--- config.mk ---
export PLATFORM = sky130hd
export DESIGN_NAME = max_heap_priority_queue
export DESIGN_NICKNAME = d
export VERILOG_FILES = /design/src/rtl/mhpq_pkg.sv /design/src/rtl/mhpq_cell.sv /design/src/rtl/max_heap_priority_queue.sv
export SDC_FILE = /design/constraint.sdc
export NUM_CORES = 2
export LEC_CHECK = 0
export BUFFER_PORTS_ARGS = -buffer_cell sky130_fd_sc_hd__buf_2
export CORE_MARGIN = 10
export CORE_UTILIZATION = 45
export CTS_BUF_LIST = sky130_fd_sc_hd__clkbuf_8
export DETAILED_ROUTE_END_ITERATION = 10
export PLACE_DENSITY = 0.58
export SLEW_MARGIN = 0
export SYNTH_ARGS = -nofsm -noshare
export SYNTH_HDL_FRONTEND = slang
export SYNTH_HIERARCHICAL = 1
export SYNTH_SLANG_ARGS = --single-unit
export TNS_END_PERCENT = 100
--- constraint.sdc ---
create_clock -name clock -period 6.2 [get_ports clock]
set_input_delay 0 -clock clock [delete_from_list [all_inputs] [get_ports clock]]
set_output_delay 0 -clock clock [all_outputs]
set_load 0.05 [all_outputs]
--- src/rtl/mhpq_pkg.sv ---
// mhpq_pkg: shared constants, codes and types for the priority queue
// used by mhpq_cell and max_heap_priority_queue; depends on nothing
package mhpq_pkg;

   localparam int CAPACITY = 32;
   localparam int VALUE_W  = 32;
   localparam int COUNT_W  = $clog2(CAPACITY + 1);
   localparam int IDX_W    = $clog2(CAPACITY);

   // request kinds
   localparam logic [1:0] KIND_INSERT = 2'd0;
   localparam logic [1:0] KIND_DELETE = 2'd1;
   localparam logic [1:0] KIND_SEARCH = 2'd2;
   localparam logic [1:0] KIND_SORT   = 2'd3;

   // response status
   localparam logic [1:0] STATUS_OK    = 2'd0;
   localparam logic [1:0] STATUS_EMPTY = 2'd1;
   localparam logic [1:0] STATUS_FULL  = 2'd2;

   // per-cycle cell operation, broadcast along the chain
   localparam int OP_W = 2;
   localparam logic [OP_W-1:0] OP_HOLD   = 2'd0;
   localparam logic [OP_W-1:0] OP_INSERT = 2'd1;
   localparam logic [OP_W-1:0] OP_SHIFT  = 2'd2;
   localparam logic [OP_W-1:0] OP_ROTATE = 2'd3;

   typedef struct packed {
      logic                      valid;
      logic signed [VALUE_W-1:0] value;
   } entry_type;

endpackage

--- src/rtl/mhpq_cell.sv ---
// mhpq_cell: one slot of the sorted chain, holds one entry and trades it with
// its neighbors; depends on mhpq_pkg
module mhpq_cell import mhpq_pkg::*; (
   input  logic                      clock,
   input  logic                      reset,
   input  logic [OP_W-1:0]           op,
   input  logic signed [VALUE_W-1:0] new_value,
   input  entry_type                 left_entry,
   input  logic                      left_keep,
   input  entry_type                 right_entry,
   output entry_type                 entry,
   output logic                      keep
);

   logic                      valid_ff;
   logic                      valid_in;
   logic signed [VALUE_W-1:0] value_ff;
   logic signed [VALUE_W-1:0] value_in;

   // entry stays ahead of a new value that is not larger
   assign keep  = valid_ff && (value_ff >= new_value);
   assign entry = '{valid: valid_ff, value: value_ff};

   always_comb begin
      valid_in = valid_ff;
      value_in = value_ff;
      unique case (op)
         OP_HOLD: begin
            valid_in = valid_ff;
            value_in = value_ff;
         end
         OP_INSERT: begin
            if (keep) begin
               valid_in = valid_ff;
               value_in = value_ff;
            end else if (left_keep) begin
               valid_in = 1'b1;
               value_in = new_value;
            end else begin
               valid_in = left_entry.valid;
               value_in = left_entry.value;
            end
         end
         OP_SHIFT: begin
            valid_in = right_entry.valid;
            value_in = right_entry.value;
         end
         OP_ROTATE: begin
            valid_in = left_entry.valid;
            value_in = left_entry.value;
         end
      endcase
   end

   always_ff @(posedge clock) begin
      if (reset) begin
         valid_ff <= 1'b0;
      end else begin
         valid_ff <= valid_in;
      end
   end

   always_ff @(posedge clock) begin
      value_ff <= value_in;
   end

endmodule

--- src/rtl/max_heap_priority_queue.sv ---
// max_heap_priority_queue: bounded max-priority queue built as a chain of cells
// depends on mhpq_pkg and mhpq_cell
//
// usage
//  - a request transfers at a rising edge with start high and busy low:
//    req_kind selects insert, delete max, search or sorted dump,
//    req_item_value carries the value for insert and search
//  - every result is on the rsp_ ports for one cycle with rsp_strobe high;
//    rsp_last marks the final result of a request; the receiver cannot stall
//  - entries sit in a row of CAPACITY cells sorted largest first; insert and
//    delete max move the whole row at once, the result shows in the cycle
//    after the transfer; busy stays low so a new request may follow at once
//  - search and sorted dump rotate the ring of cells once around, watching
//    the tail cell: busy from the transfer until the rotation ends, sorted
//    values come out smallest first as the tail cell shows them, the search
//    result on the final rotation step
//  - an empty queue answers delete and dump at once with status empty, a
//    full queue drops the insert value with status full
//  - reset empties the queue (cell valid bits and count) and ends any scan
module max_heap_priority_queue import mhpq_pkg::*; (
   input  logic                      clock,
   input  logic                      reset,
   input  logic                      start,
   output logic                      busy,
   input  logic [1:0]                req_kind,
   input  logic signed [VALUE_W-1:0] req_item_value,
   output logic                      rsp_strobe,
   output logic signed [VALUE_W-1:0] rsp_result_value,
   output logic                      rsp_found,
   output logic [1:0]                rsp_status,
   output logic                      rsp_last
);

   localparam logic ST_IDLE = 1'b0;
   localparam logic ST_SCAN = 1'b1;

   logic                      state_ff, state_in;
   logic [COUNT_W-1:0]        count_ff, count_in;
   logic [IDX_W-1:0]          step_ff, step_in;
   logic [1:0]                scan_kind_ff, scan_kind_in;
   logic signed [VALUE_W-1:0] key_ff, key_in;
   logic                      hit_ff, hit_in;

   logic                      strobe_ff, strobe_in;
   logic signed [VALUE_W-1:0] result_ff, result_in;
   logic                      found_ff, found_in;
   logic [1:0]                status_ff, status_in;
   logic                      last_ff, last_in;

   logic [OP_W-1:0] op;
   logic            accept;
   logic            is_full;
   logic            is_empty;
   logic            last_step;
   entry_type       tail;

   entry_type cell_entry [CAPACITY];
   logic      cell_keep  [CAPACITY];

   // cell chain, closed into a ring for the scan rotation
   for (genvar i = 0; i < CAPACITY; i++) begin : g_cell
      entry_type left_entry;
      entry_type right_entry;
      logic      left_keep;

      if (i == 0) begin : g_head
         assign left_entry = cell_entry[CAPACITY-1];
         assign left_keep  = 1'b1;
      end else begin : g_body
         assign left_entry = cell_entry[i-1];
         assign left_keep  = cell_keep[i-1];
      end

      if (i == CAPACITY - 1) begin : g_tail
         assign right_entry = '0;
      end else begin : g_inner
         assign right_entry = cell_entry[i+1];
      end

      mhpq_cell u_cell (
         .clock       (clock),
         .reset       (reset),
         .op          (op),
         .new_value   (req_item_value),
         .left_entry  (left_entry),
         .left_keep   (left_keep),
         .right_entry (right_entry),
         .entry       (cell_entry[i]),
         .keep        (cell_keep[i])
      );
   end

   assign busy      = (state_ff == ST_SCAN);
   assign accept    = start && !busy;
   assign is_full   = (count_ff == COUNT_W'(CAPACITY));
   assign is_empty  = (count_ff == '0);
   assign tail      = cell_entry[CAPACITY-1];
   assign last_step = (step_ff == IDX_W'(CAPACITY - 1));

   always_comb begin
      op           = OP_HOLD;
      state_in     = state_ff;
      count_in     = count_ff;
      step_in      = step_ff;
      scan_kind_in = scan_kind_ff;
      key_in       = key_ff;
      hit_in       = hit_ff;
      strobe_in    = 1'b0;
      result_in    = '0;
      found_in     = 1'b0;
      status_in    = STATUS_OK;
      last_in      = 1'b0;

      if (state_ff == ST_SCAN) begin
         // tail cell shows original slots from the back, so smallest first
         op      = OP_ROTATE;
         step_in = step_ff + IDX_W'(1);
         hit_in  = hit_ff || (tail.valid && (tail.value == key_ff));
         if (scan_kind_ff == KIND_SORT) begin
            strobe_in = tail.valid;
            result_in = tail.value;
            last_in   = last_step;
         end else if (last_step) begin
            strobe_in = 1'b1;
            found_in  = hit_in;
            last_in   = 1'b1;
         end
         if (last_step) begin
            state_in = ST_IDLE;
         end
      end else if (accept) begin
         unique case (req_kind)
            KIND_INSERT: begin
               strobe_in = 1'b1;
               last_in   = 1'b1;
               if (is_full) begin
                  status_in = STATUS_FULL;
               end else begin
                  op       = OP_INSERT;
                  count_in = count_ff + COUNT_W'(1);
               end
            end
            KIND_DELETE: begin
               strobe_in = 1'b1;
               last_in   = 1'b1;
               if (is_empty) begin
                  status_in = STATUS_EMPTY;
               end else begin
                  op        = OP_SHIFT;
                  result_in = cell_entry[0].value;
                  count_in  = count_ff - COUNT_W'(1);
               end
            end
            KIND_SEARCH: begin
               state_in     = ST_SCAN;
               step_in      = '0;
               scan_kind_in = req_kind;
               key_in       = req_item_value;
               hit_in       = 1'b0;
            end
            KIND_SORT: begin
               if (is_empty) begin
                  strobe_in = 1'b1;
                  status_in = STATUS_EMPTY;
                  last_in   = 1'b1;
               end else begin
                  state_in     = ST_SCAN;
                  step_in      = '0;
                  scan_kind_in = req_kind;
               end
            end
         endcase
      end
   end

   always_ff @(posedge clock) begin
      if (reset) begin
         state_ff  <= ST_IDLE;
         count_ff  <= '0;
         strobe_ff <= 1'b0;
      end else begin
         state_ff  <= state_in;
         count_ff  <= count_in;
         strobe_ff <= strobe_in;
      end
   end

   always_ff @(posedge clock) begin
      step_ff      <= step_in;
      scan_kind_ff <= scan_kind_in;
      key_ff       <= key_in;
      hit_ff       <= hit_in;
      result_ff    <= result_in;
      found_ff     <= found_in;
      status_ff    <= status_in;
      last_ff      <= last_in;
   end

   assign rsp_strobe       = strobe_ff;
   assign rsp_result_value = result_ff;
   assign rsp_found        = found_ff;
   assign rsp_status       = status_ff;
   assign rsp_last         = last_ff;

   // occupancy never passes the number of cells
   a_count_range: assert property (@(posedge clock) disable iff (reset)
      count_ff <= COUNT_W'(CAPACITY))
      else $error("entry count above capacity");

   // when idle the valid cells agree with the count at both ends of the row
   a_row_matches_count: assert property (@(posedge clock) disable iff (reset)
      !busy |-> (cell_entry[0].valid == !is_empty) &&
                (cell_entry[CAPACITY-1].valid == is_full))
      else $error("cell valid bits disagree with entry count");

   // a scan ends with the final result of its request on the response ports
   a_scan_ends_last: assert property (@(posedge clock) disable iff (reset)
      $fell(busy) && !$past(reset) |-> rsp_strobe && rsp_last)
      else $error("scan ended without a final transfer");

endmodule

==> reports/results.ini <==
[setup_path]
crit_type=in -> reg
startpoint_type=primary input
end_kind=flip-flop
cp_max_fo=39
cpPeakStageDelay_ps=680
required_ps=7070
crit_chain=dlygate4sd3_1 > buf_4 > buf_4 > inv_1 > ha_1 > a21oi_1 > o21ai_0 > a221oi_1 > o21ai_0 > o311ai_0 > nand2_2 > mux2i_1 > nor2_1 > a221oi_1 > nor2_1 > a21oi_1 > o211ai_1 > dlygate4sd3_1
slowest_stage=buf_4
crit_arrival_ps=5370

[cells_and_area]
final_util_pct=49.4
fin_nets=11300
areaGrowthSynthToFinish_pct=9.13
drive_above_1_share_pct=7.73

[sta]
hold_viol=0
min_period_over_period_pct=72.6
tightest_slew_ps=1150
rsz0062_at_grt=false
fin_crit_ps=4500
setup_violations=0
fmax_mhz=222
slew_viol_final=0
clock_skew_ps=81.5
slew_headroom_pct=23.6
tns_ps=0

[global_route]
grt_pass1_vias=78600
antenna_found_initial=6
overflow=0
grt_pass1_wl_mm=491
grt.total_usage_pct=27.0
grt_max_degree=159

[placement]
gp_congestion=0.900
portBuffers=74
hpwl_mm=234

[min_path]
hold_path_class=in -> reg

[clock_network]
cts_max_level=4
clock_latency_ps=1050
cts_buffers=219
clk_pin_slew_ps=70
clk_path_buf_depth=3
root_buffer=clkbuf_8
cts_resized=0
cts_tree=built
cts_sinks=1140

[route]
maxUsedRoutingLayer=met4
drtIter0Drc=7274
wl_met3_mm=21.1
first_pass_iters=6
dr_wl_met2_mm=149
finalWirelength_mm=327
drc_errors=0
vias=81600
drt-met1-wl_mm=141
wl_per_cell_um=24.7
ant_nets=0
avgViaCountPerCell=6.16

[floorplan]
die_area_um2=232000
die_h_um=482
dieWidth_um=482
rows=169
initial_utilization_pct=45.3
ios=75
core_um2=212000

[synth]
netlist_area_um2=96100
ys_warn_count=6
syn_inst=10200
syn_avg_cell_area_um2=9.38

[power_and_ir_drop]
p_leak_nw=42.5
ir_worst_vdd_mv=0.258
power_density_nw_per_um2=276

[status]
status=complete, no violations

[job]
cap_violations=0

[per-stage QoR]
stage / hold WS (ps) / area [µm²] / cells / setup slack, ps / power (mW)
after floorplan: 77.4 / 96200 / 10300 / 1260 / 18.0
after global placement: 304 / 100000 / 12800 / 1820 / 21.1
after detailed placement: 304 / 100000 / 12800 / 1740 / 21.5
after CTS: 21.0 / 105000 / 13200 / 1750 / 29.0
after global routing: 44.6 / 105000 / 13200 / 1330 / 30.6
final: 89.6 / 105000 / 13200 / 1700 / 29.0
[final cells by class]
type	instances	area [µm²]
diodes	9	22.5
flip-flops and latches	1140	33500
clock buffers	237	3260
fillers	19500	107000
multi-input cells	7421	56300
clock inverters	158	857
well taps	2821	3530
inverters	1094	4110
repair buffers	366	3330
[worst paths after layout]
| kind | cells past startpoint | slack [ps] | start | end |
|---|---|---|---|---|
| hold / removal | 2 | 90 | req_item_value[1] | key_ff[1]$_DFFE_PP_ |
| setup reg to reg | 14 | 1730 | g_cell[19].u_cell/value_ff[11]$_DFFE_PP_ | g_cell[20].u_cell/valid_ff$_SDFFE_PP0P_ |
| hold reg to reg | 1 | 570 | g_cell[0].u_cell/value_ff[5]$_DFFE_PP_ | rsp_result_value[5]$_DFF_P_ |
| setup / recovery | 18 | 1700 | req_item_value[23] | g_cell[20].u_cell/valid_ff$_SDFFE_PP0P_ |
[critical path: cells and delay by family]
family / cells / cell delay [ps]
and+or+nand+nor: 3 / 690
buffers and inverters: 5 / 2120
muxes: 1 / 310
adders and majority gates: 1 / 320
AOI/OAI and AO/OA: 8 / 1820
[where the power goes]
group          total, mW  internal, mW  switching (mW)
Sequential          12.6          10.4            2.16
Combinational       9.03          3.83            5.20
Clock               7.39          3.72            3.67
Total               29.0          17.9            11.0
[state kept, by name (all words and copies together), names as in the netlist]
name                    count
rsp_strobe                  1
key_ff                     32
g_cell.u_cell/value_ff   1024
rsp_found                   1
g_cell.u_cell/valid_ff     32
scan_kind_ff                2
busy                        1
rsp_status                  2
step_ff                     5
rsp_result_value           32
hit_ff                      1
rsp_last                    1
count_ff                    6
[cells in the final DEF (no fill, tap or decap), types with 36 or more instances in the layout]
cell type,instances
nor3_1,92
nor2b_1,1090
o21ai_0,185
a21oi_1,1408
inv_1,1181
nand2_1,292
buf_12,46
o21bai_1,59
dlygate4sd3_1,43
and4_1,63
buf_2,42
mux2i_1,1024
a211oi_1,1021
nor2_1,221
ha_1,1027
xnor2_1,36
nand4_1,141
a221oi_1,122
clkbuf_8,237
buf_4,235
dfxtp_1,76
edfxtp_1,1064
nand3_1,121
[routing by layer]
metal	track usage, %	vias up
met5	0	-
met4	11.8	0
met3	3.46	805
met2	43.7	3035
met1	36.2	39700
li1	-	38100
[what timing repair did]
| action | CTS | global route |
|---|---|---|
| hold buffers | 43 | 0 |
| endpoints found under the hold margin | 880 | 0 |
| buffers inserted | 0 | 0 |
(Power assumes the default switching activity.)
